`src/design/tcbp_pkg.sv`:
```
// ----------------------------------------------------------------------------
// Transfer chunker package
// Shared widths, types and constants for the transfer chunker block.
// ----------------------------------------------------------------------------
package tcbp_pkg;
   localparam int NumBuffersDefault  = 8;
   localparam int RecordDepthDefault = 16;
   localparam int MaxResults         = 8;

   localparam int AddrW  = 48;
   localparam int LenW   = 40;
   localparam int MachW  = 16;
   localparam int BufW   = 3;
   localparam int BytesW = 31;
   localparam int EntW   = 7;
   localparam int MbW    = 11;

   localparam logic [10:0] BufferMbytesReset = 11'd4;
   localparam logic [30:0] EntryBytesReset   = 31'd1048576;
   localparam logic [6:0]  MaxEntriesReset   = 7'd4;

   localparam logic [1:0] CsrBufferMbytes = 2'd0;
   localparam logic [1:0] CsrEntryBytes   = 2'd1;
   localparam logic [1:0] CsrMaxEntries   = 2'd2;

   localparam logic ReqWrite  = 1'b0;
   localparam logic ReqReturn = 1'b1;

   typedef enum logic [3:0] {
      ST_IDLE, ST_ACCEPT, ST_DECIDE, ST_OPEN_RD, ST_OPEN, ST_CALC,
      ST_DIV, ST_EMIT, ST_REFUSE, ST_WAIT, ST_FLUSH
   } state_type;

   typedef struct packed {
      logic push_rec;
      logic push_buf;
      logic load_open;
      logic calc;
      logic div_start;
      logic emit;
   } cmd_type;

   typedef struct packed {
      logic rec_full;
      logic rec_empty;
      logic buf_empty;
      logic open_exhausted;
      logic div_busy;
      logic chunk_done;
   } sts_type;
endpackage

```
`src/design/tcbp_if.sv`:
```
// ----------------------------------------------------------------------------
// Transfer chunker channel interfaces
// Request, response and CSR valid/ready channels.
// ----------------------------------------------------------------------------
interface tcbp_req_if;
   logic        valid;
   logic        ready;
   logic        req_type;
   logic [47:0] req_src_addr;
   logic [39:0] req_length;
   logic [39:0] req_start_offset;
   logic [15:0] req_machine_id;
   logic [2:0]  freed_buffer;
   modport source (output valid, req_type, req_src_addr, req_length, req_start_offset,
                   req_machine_id, freed_buffer, input ready);
   modport sink   (input valid, req_type, req_src_addr, req_length, req_start_offset,
                   req_machine_id, freed_buffer, output ready);
endinterface

interface tcbp_rsp_if;
   logic        valid;
   logic        ready;
   logic [2:0]  chunk_buffer;
   logic [15:0] chunk_machine_id;
   logic [47:0] chunk_src_addr;
   logic [30:0] chunk_bytes;
   logic [6:0]  chunk_entries;
   logic        record_done;
   logic        refused;
   logic        last;
   modport source (output valid, chunk_buffer, chunk_machine_id, chunk_src_addr,
                   chunk_bytes, chunk_entries, record_done, refused, last, input ready);
   modport sink   (input valid, chunk_buffer, chunk_machine_id, chunk_src_addr,
                   chunk_bytes, chunk_entries, record_done, refused, last, output ready);
endinterface

interface tcbp_csr_if;
   logic        valid;
   logic        ready;
   logic [1:0]  index;
   logic [30:0] data;
   modport source (output valid, index, data, input ready);
   modport sink   (input valid, index, data, output ready);
endinterface

```
`src/design/tcbp_datapath.sv`:
```
// ----------------------------------------------------------------------------
// Transfer chunker datapath
// Record store, buffer pool, open record, chunk sizing and entry divider.
// ----------------------------------------------------------------------------
module tcbp_datapath #(
   parameter int NUM_BUFFERS  = 8,
   parameter int RECORD_DEPTH = 16
) (
   input  logic               clock,
   input  logic               reset,
   input  tcbp_pkg::cmd_type  cmd,
   output tcbp_pkg::sts_type  sts,
   input  logic [47:0]        in_addr,
   input  logic [39:0]        in_length,
   input  logic [39:0]        in_offset,
   input  logic [15:0]        in_machine,
   input  logic [2:0]         in_buffer,
   input  logic [10:0]        buffer_mbytes,
   input  logic [30:0]        entry_bytes,
   input  logic [6:0]         max_entries,
   output logic [2:0]         out_buffer,
   output logic [15:0]        out_machine,
   output logic [47:0]        out_addr,
   output logic [30:0]        out_bytes,
   output logic [6:0]         out_entries,
   output logic               out_done
);
   import tcbp_pkg::*;

   localparam int RecAw = (RECORD_DEPTH > 1) ? $clog2(RECORD_DEPTH) : 1;
   localparam int BufAw = (NUM_BUFFERS > 1) ? $clog2(NUM_BUFFERS) : 1;
   localparam int RecCw = $clog2(RECORD_DEPTH + 1);
   localparam int BufCw = $clog2(NUM_BUFFERS + 1);
   localparam int RecW  = AddrW + LenW + LenW + MachW;

   // Record store: memory with registered read.
   logic [RecW-1:0]  rec_mem [RECORD_DEPTH];
   logic [RecW-1:0]  rec_rd_ff;
   logic [RecAw-1:0] rec_head_ff, rec_tail_ff;
   logic [RecCw-1:0] rec_count_ff;

   // Buffer pool: small register array read at the head only.
   logic [BufW-1:0]  pool_ff [NUM_BUFFERS];
   logic [BufAw-1:0] pool_head_ff, pool_tail_ff;
   logic [BufCw-1:0] pool_count_ff;

   logic [AddrW-1:0] open_addr_ff;
   logic [LenW-1:0]  open_len_ff, open_off_ff;
   logic [MachW-1:0] open_mach_ff;

   logic [BytesW-1:0] tb_ff;
   logic [30:0]       quo_ff, rem_ff, dvd_ff, dvs_ff;
   logic [4:0]        div_cnt_ff;
   logic              div_busy_ff;

   logic [LenW-1:0]  left;
   logic [LenW-1:0]  cap;
   logic [LenW-1:0]  new_off;
   logic             buf_ok;
   logic [31:0]      trial;

   function automatic logic [RecAw-1:0] rec_inc(input logic [RecAw-1:0] v);
      rec_inc = ({1'b0, v} + 1'b1 >= (RecAw+1)'(RECORD_DEPTH)) ? '0 : v + 1'b1;
   endfunction
   function automatic logic [BufAw-1:0] buf_inc(input logic [BufAw-1:0] v);
      buf_inc = ({1'b0, v} + 1'b1 >= (BufAw+1)'(NUM_BUFFERS)) ? '0 : v + 1'b1;
   endfunction

   assign left    = open_len_ff - open_off_ff;
   assign cap     = {9'd0, (buffer_mbytes == '0) ? 11'd1 : buffer_mbytes, 20'd0};
   assign new_off = open_off_ff + {9'd0, tb_ff};
   assign buf_ok  = ({{(32-BufW){1'b0}}, in_buffer} < 32'(NUM_BUFFERS));
   assign trial   = {rem_ff, dvd_ff[30]} - {1'b0, dvs_ff};

   assign sts.rec_full       = (rec_count_ff == RecCw'(RECORD_DEPTH));
   assign sts.rec_empty      = (rec_count_ff == '0);
   assign sts.buf_empty      = (pool_count_ff == '0);
   assign sts.open_exhausted = (open_off_ff >= open_len_ff);
   assign sts.div_busy       = div_busy_ff;
   assign sts.chunk_done     = (new_off >= open_len_ff);

   always_ff @(posedge clock) begin
      if (cmd.push_rec) begin
         rec_mem[rec_tail_ff] <= {in_addr, in_length, in_offset, in_machine};
      end
      rec_rd_ff <= rec_mem[rec_head_ff];
   end

   always_ff @(posedge clock) begin
      if (reset) begin
         rec_head_ff   <= '0;
         rec_tail_ff   <= '0;
         rec_count_ff  <= '0;
         pool_head_ff  <= '0;
         pool_tail_ff  <= '0;
         pool_count_ff <= BufCw'(NUM_BUFFERS);
         for (int i = 0; i < NUM_BUFFERS; i++) pool_ff[i] <= BufW'(i);
         open_addr_ff  <= '0;
         open_len_ff   <= '0;
         open_off_ff   <= '0;
         open_mach_ff  <= '0;
         div_busy_ff   <= 1'b0;
      end else begin
         if (cmd.push_rec) begin
            rec_tail_ff  <= rec_inc(rec_tail_ff);
            rec_count_ff <= rec_count_ff + 1'b1;
         end
         if (cmd.push_buf && buf_ok && pool_count_ff != BufCw'(NUM_BUFFERS)) begin
            pool_ff[pool_tail_ff] <= in_buffer;
            pool_tail_ff  <= buf_inc(pool_tail_ff);
            pool_count_ff <= pool_count_ff + 1'b1;
         end
         if (cmd.load_open) begin
            {open_addr_ff, open_len_ff, open_off_ff, open_mach_ff} <= rec_rd_ff;
            rec_head_ff  <= rec_inc(rec_head_ff);
            rec_count_ff <= rec_count_ff - 1'b1;
         end
         if (cmd.div_start) begin
            div_busy_ff <= 1'b1;
         end else if (div_busy_ff && div_cnt_ff == 5'd30) begin
            div_busy_ff <= 1'b0;
         end
         if (cmd.emit) begin
            pool_head_ff  <= buf_inc(pool_head_ff);
            pool_count_ff <= pool_count_ff - 1'b1;
            open_off_ff   <= new_off;
         end
      end
   end

   // Chunk size, then restoring divide of (tb-1) by entry size, one bit a cycle.
   always_ff @(posedge clock) begin
      if (cmd.calc) begin
         tb_ff <= (left < cap) ? left[30:0] : cap[30:0];
      end
      if (cmd.div_start) begin
         dvd_ff     <= tb_ff - 1'b1;
         dvs_ff     <= (entry_bytes == '0) ? 31'd1 : entry_bytes;
         rem_ff     <= '0;
         quo_ff     <= '0;
         div_cnt_ff <= '0;
      end else if (div_busy_ff) begin
         div_cnt_ff <= div_cnt_ff + 1'b1;
         dvd_ff     <= {dvd_ff[29:0], 1'b0};
         if (!trial[31]) begin
            rem_ff <= trial[30:0];
            quo_ff <= {quo_ff[29:0], 1'b1};
         end else begin
            rem_ff <= {rem_ff[29:0], dvd_ff[30]};
            quo_ff <= {quo_ff[29:0], 1'b0};
         end
      end
   end

   assign out_buffer  = pool_ff[pool_head_ff];
   assign out_machine = open_mach_ff;
   assign out_addr    = open_addr_ff + {8'd0, open_off_ff};
   assign out_bytes   = tb_ff;
   assign out_entries = ({1'b0, quo_ff} + 32'd1 > {25'd0, max_entries}) ? max_entries
                        : EntW'(quo_ff + 31'd1);
   assign out_done    = sts.chunk_done;
endmodule

```
`src/design/tcbp_ctrl.sv`:
```
// ----------------------------------------------------------------------------
// Transfer chunker controller
// Sequences intake, record opening, chunk sizing and result beats.
// ----------------------------------------------------------------------------
module tcbp_ctrl (
   input  logic              clock,
   input  logic              reset,
   input  logic              in_valid,
   input  logic              in_type,
   output logic              in_ready,
   output logic              rsp_load,
   output logic              rsp_refuse,
   output logic              rsp_last,
   input  logic              rsp_free,
   output tcbp_pkg::cmd_type cmd,
   input  tcbp_pkg::sts_type sts
);
   import tcbp_pkg::*;

   state_type state_ff, state_in;
   logic      phase_ff, phase_in;
   logic      held_ff, held_in;
   logic [3:0] n_ff, n_in;

   always_ff @(posedge clock) begin
      if (reset) begin
         state_ff <= ST_IDLE;
         phase_ff <= 1'b0;
         held_ff  <= 1'b0;
         n_ff     <= '0;
      end else begin
         state_ff <= state_in;
         phase_ff <= phase_in;
         held_ff  <= held_in;
         n_ff     <= n_in;
      end
   end

   always_comb begin
      state_in   = state_ff;
      phase_in   = phase_ff;
      held_in    = held_ff;
      n_in       = n_ff;
      cmd        = '0;
      in_ready   = 1'b0;
      rsp_load   = 1'b0;
      rsp_refuse = 1'b0;
      rsp_last   = 1'b0;
      unique case (state_ff)
         ST_IDLE: begin
            in_ready = 1'b1;
            if (in_valid) begin
               n_in = '0;
               if (in_type == ReqWrite && sts.rec_full) begin
                  state_in = ST_REFUSE;
               end else begin
                  cmd.push_rec = (in_type == ReqWrite);
                  cmd.push_buf = (in_type == ReqReturn);
                  state_in     = ST_DECIDE;
               end
            end
         end
         ST_REFUSE: begin
            if (rsp_free) begin
               rsp_load   = 1'b1;
               rsp_refuse = 1'b1;
               rsp_last   = 1'b1;
               state_in   = ST_IDLE;
            end
         end
         ST_DECIDE: begin
            // The item ends here; a held chunk still has to go out with last.
            if (n_ff == 4'(MaxResults)) begin
               state_in = held_ff ? ST_FLUSH : ST_IDLE;
            end else if (!phase_ff) begin
               state_in = !sts.rec_empty ? ST_OPEN_RD : (held_ff ? ST_FLUSH : ST_IDLE);
            end else begin
               state_in = !sts.buf_empty ? ST_CALC : (held_ff ? ST_FLUSH : ST_IDLE);
            end
         end
         ST_OPEN_RD: state_in = ST_OPEN;
         ST_OPEN: begin
            cmd.load_open = 1'b1;
            state_in      = ST_ACCEPT;
         end
         ST_ACCEPT: begin
            phase_in = !sts.open_exhausted;
            state_in = ST_DECIDE;
         end
         ST_CALC: begin
            cmd.calc = 1'b1;
            state_in = ST_WAIT;
         end
         ST_WAIT: begin
            cmd.div_start = 1'b1;
            state_in      = ST_DIV;
         end
         ST_DIV: begin
            if (!sts.div_busy) state_in = ST_EMIT;
         end
         ST_EMIT: begin
            // A new chunk follows, so the held one goes out without last.
            if (!held_ff || rsp_free) begin
               rsp_load = held_ff;
               cmd.emit = 1'b1;
               held_in  = 1'b1;
               n_in     = n_ff + 1'b1;
               if (sts.chunk_done) phase_in = 1'b0;
               state_in = ST_DECIDE;
            end
         end
         ST_FLUSH: begin
            if (rsp_free) begin
               rsp_load = 1'b1;
               rsp_last = 1'b1;
               held_in  = 1'b0;
               state_in = ST_IDLE;
            end
         end
         default: state_in = ST_IDLE;
      endcase
   end
endmodule

```
`src/design/transfer_chunker_with_buffer_pool.sv`:
```
// ----------------------------------------------------------------------------
// Transfer chunker with buffer pool
// Splits write requests into buffer-sized chunks using a pool of buffers.
// ----------------------------------------------------------------------------
// Usage: each req beat is a write request (req_type 0) or a buffer return
// (req_type 1). Write requests queue in a record store of RECORD_DEPTH; a
// request into a full store yields one rsp beat with refused set. After each
// beat the block emits up to eight chunks, one rsp beat each, while a record
// is open and a buffer is idle; last marks the final beat of the item.
// Each chunk goes through decide, size, divider start, the one-bit-a-cycle
// divider that computes the scatter-gather entry count, and emit. Opening a
// record from the store adds the read, load and accept steps.
// A computed chunk is held one stage until the controller knows whether
// another chunk follows, so last is always exact.
// req_ready is high only while the controller is idle, so one item is worked
// at a time. A stalled receiver holds the output beat and the controller
// waits for the register to drain before passing the held chunk on.
// Reset restores register defaults, empties the store and fills the pool with
// buffers 0 to NUM_BUFFERS-1. CSR writes are always accepted.
// ----------------------------------------------------------------------------
module transfer_chunker_with_buffer_pool
   import tcbp_pkg::*;
#(
   parameter int NUM_BUFFERS  = NumBuffersDefault,
   parameter int RECORD_DEPTH = RecordDepthDefault
) (
   input  logic clock,
   input  logic reset,
   tcbp_req_if.sink   req,
   tcbp_rsp_if.source rsp,
   tcbp_csr_if.sink   csr
);
   logic [10:0] buffer_mbytes_ff;
   logic [30:0] entry_bytes_ff;
   logic [6:0]  max_entries_ff;

   cmd_type cmd;
   sts_type sts;
   logic rsp_load, rsp_refuse, rsp_last, rsp_free;
   logic [2:0]  d_buf;
   logic [15:0] d_mach;
   logic [47:0] d_addr;
   logic [30:0] d_bytes;
   logic [6:0]  d_ent;
   logic        d_done;
   logic        valid_ff;

   // Chunk held until the next decision tells whether it is the last one.
   logic [2:0]  hold_buf_ff;
   logic [15:0] hold_mach_ff;
   logic [47:0] hold_addr_ff;
   logic [30:0] hold_bytes_ff;
   logic [6:0]  hold_ent_ff;
   logic        hold_done_ff;

   assign csr.ready = 1'b1;
   always_ff @(posedge clock) begin
      if (reset) begin
         buffer_mbytes_ff <= BufferMbytesReset;
         entry_bytes_ff   <= EntryBytesReset;
         max_entries_ff   <= MaxEntriesReset;
      end else if (csr.valid) begin
         unique case (csr.index)
            CsrBufferMbytes: buffer_mbytes_ff <= csr.data[10:0];
            CsrEntryBytes:   entry_bytes_ff   <= csr.data;
            CsrMaxEntries:   max_entries_ff   <= csr.data[6:0];
            default: ;
         endcase
      end
   end

   tcbp_ctrl u_ctrl (
      .clock, .reset,
      .in_valid(req.valid), .in_type(req.req_type), .in_ready(req.ready),
      .rsp_load, .rsp_refuse, .rsp_last, .rsp_free, .cmd, .sts
   );

   tcbp_datapath #(.NUM_BUFFERS(NUM_BUFFERS), .RECORD_DEPTH(RECORD_DEPTH)) u_dp (
      .clock, .reset, .cmd, .sts,
      .in_addr(req.req_src_addr), .in_length(req.req_length),
      .in_offset(req.req_start_offset), .in_machine(req.req_machine_id),
      .in_buffer(req.freed_buffer),
      .buffer_mbytes(buffer_mbytes_ff), .entry_bytes(entry_bytes_ff),
      .max_entries(max_entries_ff),
      .out_buffer(d_buf), .out_machine(d_mach), .out_addr(d_addr),
      .out_bytes(d_bytes), .out_entries(d_ent), .out_done(d_done)
   );

   always_ff @(posedge clock) begin
      if (cmd.emit) begin
         hold_buf_ff   <= d_buf;
         hold_mach_ff  <= d_mach;
         hold_addr_ff  <= d_addr;
         hold_bytes_ff <= d_bytes;
         hold_ent_ff   <= d_ent;
         hold_done_ff  <= d_done;
      end
   end

   assign rsp_free  = !valid_ff || rsp.ready;
   assign rsp.valid = valid_ff;

   always_ff @(posedge clock) begin
      if (reset) begin
         valid_ff <= 1'b0;
      end else if (rsp_load) begin
         valid_ff <= 1'b1;
      end else if (rsp.ready) begin
         valid_ff <= 1'b0;
      end
   end

   always_ff @(posedge clock) begin
      if (rsp_load) begin
         rsp.chunk_buffer     <= rsp_refuse ? '0 : hold_buf_ff;
         rsp.chunk_machine_id <= rsp_refuse ? '0 : hold_mach_ff;
         rsp.chunk_src_addr   <= rsp_refuse ? '0 : hold_addr_ff;
         rsp.chunk_bytes      <= rsp_refuse ? '0 : hold_bytes_ff;
         rsp.chunk_entries    <= rsp_refuse ? '0 : hold_ent_ff;
         rsp.record_done      <= rsp_refuse ? 1'b0 : hold_done_ff;
         rsp.refused          <= rsp_refuse;
         rsp.last             <= rsp_last;
      end
   end
endmodule

```
`src/flat_wrapper.sv`:
```
// flat-port wrapper written by rule: the top's interface ports become plain ports
module transfer_chunker_with_buffer_pool_flat import tcbp_pkg::*;
#(
   parameter int NUM_BUFFERS  = NumBuffersDefault,
   parameter int RECORD_DEPTH = RecordDepthDefault
)
  (clock, reset, req_valid, req_req_type, req_req_src_addr, req_req_length, req_req_start_offset, req_req_machine_id, req_freed_buffer, req_ready, rsp_valid, rsp_chunk_buffer, rsp_chunk_machine_id, rsp_chunk_src_addr, rsp_chunk_bytes, rsp_chunk_entries, rsp_record_done, rsp_refused, rsp_last, rsp_ready, csr_valid, csr_index, csr_data, csr_ready);
  tcbp_req_if req_i ();
  tcbp_rsp_if rsp_i ();
  tcbp_csr_if csr_i ();
  input  logic clock;
  input  logic reset;
  input wire logic [$bits(req_i.valid)-1:0] req_valid;
  input wire logic [$bits(req_i.req_type)-1:0] req_req_type;
  input wire logic [$bits(req_i.req_src_addr)-1:0] req_req_src_addr;
  input wire logic [$bits(req_i.req_length)-1:0] req_req_length;
  input wire logic [$bits(req_i.req_start_offset)-1:0] req_req_start_offset;
  input wire logic [$bits(req_i.req_machine_id)-1:0] req_req_machine_id;
  input wire logic [$bits(req_i.freed_buffer)-1:0] req_freed_buffer;
  output wire logic [$bits(req_i.ready)-1:0] req_ready;
  output wire logic [$bits(rsp_i.valid)-1:0] rsp_valid;
  output wire logic [$bits(rsp_i.chunk_buffer)-1:0] rsp_chunk_buffer;
  output wire logic [$bits(rsp_i.chunk_machine_id)-1:0] rsp_chunk_machine_id;
  output wire logic [$bits(rsp_i.chunk_src_addr)-1:0] rsp_chunk_src_addr;
  output wire logic [$bits(rsp_i.chunk_bytes)-1:0] rsp_chunk_bytes;
  output wire logic [$bits(rsp_i.chunk_entries)-1:0] rsp_chunk_entries;
  output wire logic [$bits(rsp_i.record_done)-1:0] rsp_record_done;
  output wire logic [$bits(rsp_i.refused)-1:0] rsp_refused;
  output wire logic [$bits(rsp_i.last)-1:0] rsp_last;
  input wire logic [$bits(rsp_i.ready)-1:0] rsp_ready;
  input wire logic [$bits(csr_i.valid)-1:0] csr_valid;
  input wire logic [$bits(csr_i.index)-1:0] csr_index;
  input wire logic [$bits(csr_i.data)-1:0] csr_data;
  output wire logic [$bits(csr_i.ready)-1:0] csr_ready;
  assign req_i.valid = req_valid;
  assign req_i.req_type = req_req_type;
  assign req_i.req_src_addr = req_req_src_addr;
  assign req_i.req_length = req_req_length;
  assign req_i.req_start_offset = req_req_start_offset;
  assign req_i.req_machine_id = req_req_machine_id;
  assign req_i.freed_buffer = req_freed_buffer;
  assign req_ready = req_i.ready;
  assign rsp_valid = rsp_i.valid;
  assign rsp_chunk_buffer = rsp_i.chunk_buffer;
  assign rsp_chunk_machine_id = rsp_i.chunk_machine_id;
  assign rsp_chunk_src_addr = rsp_i.chunk_src_addr;
  assign rsp_chunk_bytes = rsp_i.chunk_bytes;
  assign rsp_chunk_entries = rsp_i.chunk_entries;
  assign rsp_record_done = rsp_i.record_done;
  assign rsp_refused = rsp_i.refused;
  assign rsp_last = rsp_i.last;
  assign rsp_i.ready = rsp_ready;
  assign csr_i.valid = csr_valid;
  assign csr_i.index = csr_index;
  assign csr_i.data = csr_data;
  assign csr_ready = csr_i.ready;
  transfer_chunker_with_buffer_pool #(.NUM_BUFFERS(NUM_BUFFERS), .RECORD_DEPTH(RECORD_DEPTH)) u_core (.clock(clock), .reset(reset), .req(req_i), .rsp(rsp_i), .csr(csr_i));
endmodule
```
`config.mk`:
```
export PLATFORM = sky130hd
export DESIGN_NAME = transfer_chunker_with_buffer_pool_flat
export DESIGN_NICKNAME = d
export VERILOG_FILES = /design/src/design/tcbp_pkg.sv /design/src/design/tcbp_if.sv /design/src/design/tcbp_datapath.sv /design/src/design/tcbp_ctrl.sv /design/src/design/transfer_chunker_with_buffer_pool.sv /design/src/flat_wrapper.sv
export SDC_FILE = /design/constraint.sdc
export NUM_CORES = 2
export LEC_CHECK = 0
export BUFFER_PORTS_ARGS = -buffer_cell sky130_fd_sc_hd__buf_4
export CAP_MARGIN = 20
export CORE_MARGIN = 3
export CORE_UTILIZATION = 45
export DETAILED_ROUTE_END_ITERATION = 16
export PLACE_DENSITY = 0.72
export SKIP_CTS_REPAIR_TIMING = 1
export SLEW_MARGIN = 20
export SYNTH_ARGS = -nofsm -noshare
export SYNTH_HDL_FRONTEND = slang
export SYNTH_SLANG_ARGS = --single-unit
export TNS_END_PERCENT = 30
```
`constraint.sdc`:
```
create_clock -name clock -period 41 [get_ports clock]
set_clock_uncertainty 0.05 [all_clocks]
set_input_delay 4.1 -clock clock [delete_from_list [all_inputs] [get_ports clock]]
set_output_delay 4.1 -clock clock [all_outputs]
set_load 0.02 [all_outputs]
```
# Word-level counts from Yosys, hierarchy flattened
# Memories as Yosys holds them, arrays and structs flattened. A register that Yosys moved wholly into a read port is not among the register bits.
# Cells that the tools add are included.
[totals]
mem_count = 2
ff_bits = 599
ram_bits = 2328
input_bits = 186
wordCells = 189
[op_classes]
reduce_logical = 32
muxes = 64
n_addsub = 21
n_bitwise = 1
eq_ne = 22
magnitude_cmp = 8
[memory_table]
columns = ["memory", "words", "width", "rd", "rd_clocked_by_memory_dff", "wr", "line_no", "source"]
rows = [
  ["u_core.u_dp.rec_mem", 16, 144, 1, 1, 1, "tcbp_datapath.sv:37", "logic [RecW-1:0] rec_mem [RECORD_DEPTH];"],
  ["u_core.u_dp.pool_ff", 8, 3, 1, 1, 8, "tcbp_datapath.sv:43", "logic [BufW-1:0] pool_ff [NUM_BUFFERS];"],
]
[op_table]
columns = ["op", "count"]
rows = [
  ["two-way mux 31 bit", 4],
  ["greater-or-equal comparator 40 bit", 2],
  ["two-way mux 40 bit", 2],
  ["two-way mux 4 bit", 16],
  ["adder 48 x 40 -> 48 bit", 1],
  ["adder 40 x 31 -> 40 bit", 1],
  ["less-than comparator 40 x 31 -> 1 bit", 1],
  ["one-hot mux 4 bit (10 select lines)", 1],
  ["subtractor 40 bit", 1],
  ["adder 31 x 1 -> 32 bit (second input constant)", 1],
  ["greater-than comparator 32 x 7 -> 1 bit", 1],
  ["subtractor 32 x 31 -> 32 bit", 1],
  ["logical NOT 31 bit", 1],
  ["subtractor 31 x 1 -> 31 bit (second input constant)", 1],
  ["two-way mux 1 bit", 26],
  ["nonzero test 2 bit", 9],
  ["adder 4 x 1 -> 4 bit (second input constant)", 4],
  ["equality test 4 x 3 -> 1 bit (second input constant)", 4],
  ["equality test 4 bit (second input constant)", 4],
  ["two-way mux 3 bit", 4],
  ["logical NOT 11 bit", 1],
  ["two-way mux 11 bit", 1],
  ["adder 4 x 1 -> 5 bit (second input constant)", 2],
  ["adder 5 x 1 -> 5 bit (second input constant)", 2],
  ["32 further kinds", 57],
]

# Longest topological paths before layout
[depth]
word_depth = 11
depth_mapped = 25
ltp_nobuf = 23

# Hierarchy
# From an unflattened synthesis, not the netlist that was laid out.
[unflattened]
hier_cells = 6820
hier_area_um2 = 123842.5
[by_module_without_submodules]
columns = ["mod", "instances", "area_per_inst_um2", "cells_per_inst"]
rows = [
  ["tcbp_datapath", 1, 113817.9, 6182],
  ["transfer_chunker_with_buffer_pool", 1, 9267.6, 534],
  ["tcbp_ctrl", 1, 757.0, 104],
]

# Worst setup path before layout
# OpenSTA, ideal clock, no wires.
[synth_timing]
path_type = "input -> register"
start = "input port req_valid"
end = "memory u_core.u_dp.rec_mem[3][0] (netlist name), enable pin"
stages = 6
arrival_time_ps = 14801
t_required_ps = 40127
n_path_buf = 1
slack_ps = 25326
path_cell_list = "and2_1 > clkbuf_1 > nand2_1 > nor2_1 > nand2_1 > nor3_1"
[synth_via]
elab_chain_cells = 4
[synth_lines]
columns = ["element", "line_no", "source"]
rows = [
  ["start, declared", "flat_wrapper.sv:13", "input wire logic [$bits(req_i.valid)-1:0] req_valid;"],
  ["two-way mux 2 bit", "tcbp_ctrl.sv:52", "if (in_valid) begin"],
  ["two-way mux 2 bit", "tcbp_ctrl.sv:49", "unique case (state_ff)"],
  ["two-way mux 1 bit", "tcbp_datapath.sv:83", "if (cmd.push_rec) begin"],
  ["two-way mux 1 bit (not written as such)", "tcbp_datapath.sv:84", "rec_mem[rec_tail_ff] <= {in_addr, in_length, in_offset, in_machine};"],
  ["end, declared", "tcbp_datapath.sv:37", ""],
]
# Every way passes these cells.

# Worst setup path in the final report
[layout_timing]
start = "input port req_valid"
end = "memory u_core.u_dp.rec_mem[4][120] (netlist name), enable pin"
# The elaborated chain is that of the path after synthesis.

==> qor.yml <==
finalHoldViolations: 0
synth_area_per_cell_um2: 17.6
route.detailed.vias_per_inst: 5.91
pin_count_of_the_biggest_net_entering_global_routing: 147
final-setup-viol-count: 0
clock.fmax_ghz: 0.133
netlist.top_cell.by_area: "sky130_fd_sc_hd__edfxtp_1"
finalWirelength_mm: 307
die_y_um: 529
synth.area.top_cells: "sky130_fd_sc_hd__edfxtp_1 (64%), sky130_fd_sc_hd__mux4_2 (13%), sky130_fd_sc_hd__dfxtp_1 (7.1%)"
grt_pass1_vias: 65700
vias_post_dr: 65900
timing_worst_slew_pin_value_ns: 1.12
synth_cell_type_count: 87
ir_drop_mv: 0.0384
power.share.clock_pct: 44.1
synthMostInstantiatedCell: "sky130_fd_sc_hd__edfxtp_1"
synthFlopType: "sky130_fd_sc_hd__edfxtp_1"
finalCriticalPeriod_ns: 7.53
yosys_register_bits: 3074
mappedNetlistNets: 7387
start_kind: "input port"
ios: 297
leakage_uw: 0.0451
synth_largest_type_area_fraction_pct: 64.4
yosys.area_share.xor_xnor_pct: 1.38
synthArstFlopShare_pct: 0
io_buffer_count: 295
clk_latency_ns: 0.88
start_util_pct: 45.3
synth-edff-count: 2635
area_growth_from_synthesis_to_layout_pct: 13.5
final-max-slew-violation-count: 0
grtUsageTotal_pct: 21.6
critical-path-top-cell-by-count: "sky130_fd_sc_hd__buf_4"
max_capacitance_violation_count: 0
synth_warnings: 0
regToRegStartpoint: "u_core.u_dp.out_bytes[0]"
drt-initial-drc-count: 7384
gp_congestion: 0.923
seqPwrFrac_pct: 53.3
switching_power_uw: 1310
critical_path.cell_chain: "buf_4 -> and2_1 -> nand2_1 -> nor2_1 -> buf_4 -> nand2_1 -> nor2_4 -> buf_4 -> buf_4 -> buf_4"
grt_remaining_overflow: 0
floorplan.die_area_um2: 280000
wire_length_of_the_first_global_routing_pass_mm: 449
setup_repair_after_global_routing_missed_its_margin: "false"
worstSetupEndpointType: "flip-flop"
synthAdderAreaFrac_pct: 2.31
cp_slowest_cell: "sky130_fd_sc_hd__buf_4"
clock_tree_from_tritoncts: "yes"
chipWidth_um: 529
power_per_cell_area_nw_per_um2: 46.1
post-route-period-util_pct: 18.4
critical_path.max_fanout: 54
clk_transition_reported_paths_ns: 0.06
grt_antenna_before_repair: 58
postRouteAntennaNets: 0
cp_data_required_time_ns: 41.41
setup-tns-final_ns: 0
final_core_util_pct: 51.4
critPathKind: "in -> reg"
status: "complete, no violations"
cts_max_path_buffers: 4
power.share.switching_pct: 20.3
placementRows: 191
timing.reg2reg.worst_path_depth: 18
hold-path-endpoint: "u_core.u_dp.open_addr_ff[30]"
netlist_top_cells_count: "sky130_fd_sc_hd__edfxtp_1 (2635), sky130_fd_sc_hd__mux4_2 (726), sky130_fd_sc_hd__nand2_1 (497)"
muxShareOfSynthArea_pct: 14.1
synthesis.instances: 6978
seq_area_frac_synth_pct: 71.5
reg2reg_slack_ns: 35.01
finalNonFillerCells: 11200
worst-endpoint-arrival_ns: 7.95
placeableCoreArea_um2: 271000
dp_hpwl_mm: 186
drc: 0
yosys.area_share.simple_pct: 4.73
synth_top_family_by_area: "multiplexers"
r2r-end: "u_core.hold_done_ff"
place.detailed.instances: 10600
drive_gt1_share_pct: 21.7
worst_hold_path.num_cells: 2
wl_per_cell_um: 27.5
finalNetCount: 7718
hold_path.class: "reg -> reg"
slowest_delay_ns: 0.86
synth_area_um2: 123000
number_of_clock_sinks_seen_by_cts: 3074
comb_power_share_pct: 2.6
p_int_uw: 5120
slew_headroom_pct: 25.1
numCtsBuffers: 313
drtPass1Iterations: 8
synthesized_area_fraction_occupied_by_ao_oa_aoi_and_oai_cells_pct: 4.29
cts_htree_levels: 5
clk_root_buffer_cell: "sky130_fd_sc_hd__clkbuf_16"
hp-start: "u_core.u_dp.rec_rd_ff[126]"
power.total_uw: 6430
final cells by class:
class	count	area, µm²
inverter	194	738
clock inverter	165	1820
antenna	24	60.1
timing repair buffer	384	3010
fill	21000	132000
tap	3570	4470
sequential	3074	87900
clock buffer	399	8400
multi-input combinational	3342	33100
layout by cell type (no fill, tap or decap), drive strengths merged, types with 27 or more instances in the layout:
cell,n
nand2b,28
buf,383
ha,217
nor2,273
nor3,62
xor2,66
dfxtp,439
mux4,726
bufinv,30
a311oi,27
nor4,29
or3,27
a21o,73
nand3,52
inv,209
nor2b,139
nand2,498
clkbuf,400
edfxtp,2635
o21ai,175
mux2i,69
a21oi,376
clkinv,110
nand4,56
xnor2,128
kinds of logic (layout without fill, tap and decap cells):
kind of cell,after synthesis,after routing
AO/OA/AOI/OAI,865,865
XOR/XNOR,194,194
multiplexers,816,816
other,1,25
AND/OR/NAND/NOR,1243,1243
buffers and inverters,562,1142
adder cells (fa/ha/maj),223,223
flip-flops,3074,3074
state kept, by name, indices dropped and copies added, names as in the netlist, 40 cells and up:
name,flops
u_core.hold_addr_ff,48
u_core.u_dp.open_addr_ff,48
u_core.u_dp.open_len_ff,40
u_core.u_dp.rec_rd_ff,144
u_core.rsp.chunk_src_addr,48
u_core.u_dp.open_off_ff,40
u_core.u_dp.rec_mem,2304
worst max-delay path: cells and delay by family:
kind          cells  cell delay, ns
buf+inv           5            2.67
simple gates      5            0.92
per-stage QoR:
step	worst slack [ns]	cell area [µm²]	hold WS (ns)
floorplan	25.33	123000	0.358
global placement	32.64	129000	0.365
detailed placement	32.61	129000	0.370
CTS	33.52	139000	0.342
global route	33.32	139000	0.385
finish	33.47	139000	0.365
worst max-delay path by stage:
stage                    from                          end  slack, ns  cells past startpoint
floorplan           req_valid    u_core.u_dp.rec_mem[3][0]      25.33                      6
detailed placement  req_valid   u_core.u_dp.rec_mem[4][16]      32.61                     10
global route        req_valid  u_core.u_dp.rec_mem[4][120]      33.32                     10
global placement    req_valid  u_core.u_dp.rec_mem[4][117]      32.64                     10
finish              req_valid  u_core.u_dp.rec_mem[4][120]      33.47                     10
CTS                 req_valid  u_core.u_dp.rec_mem[4][120]      33.52                     10
power groups by stage:
| stage | Combinational, µW | Sequential [µW] | Clock, µW |
|---|---|---|---|
| after floorplan | 92.1 | 3490 | 0 |
| after global placement | 163 | 3490 | 0 |
| after detailed placement | 169 | 3490 | 0 |
| after CTS | 170 | 3430 | 2880 |
| after global routing | 185 | 3430 | 3010 |
| final | 170 | 3430 | 2830 |
layer usage:
layer	part of all wire, %	up-vias	GRT usage (%)
met5	0.066	-	0
met4	3.3	30	6.92
met3	9.1	489	5.04
met2	47	2955	34.0
met1	40	34200	30.0
li1	-	28200	-
Note: power is estimated with default switching activity, not from simulation.
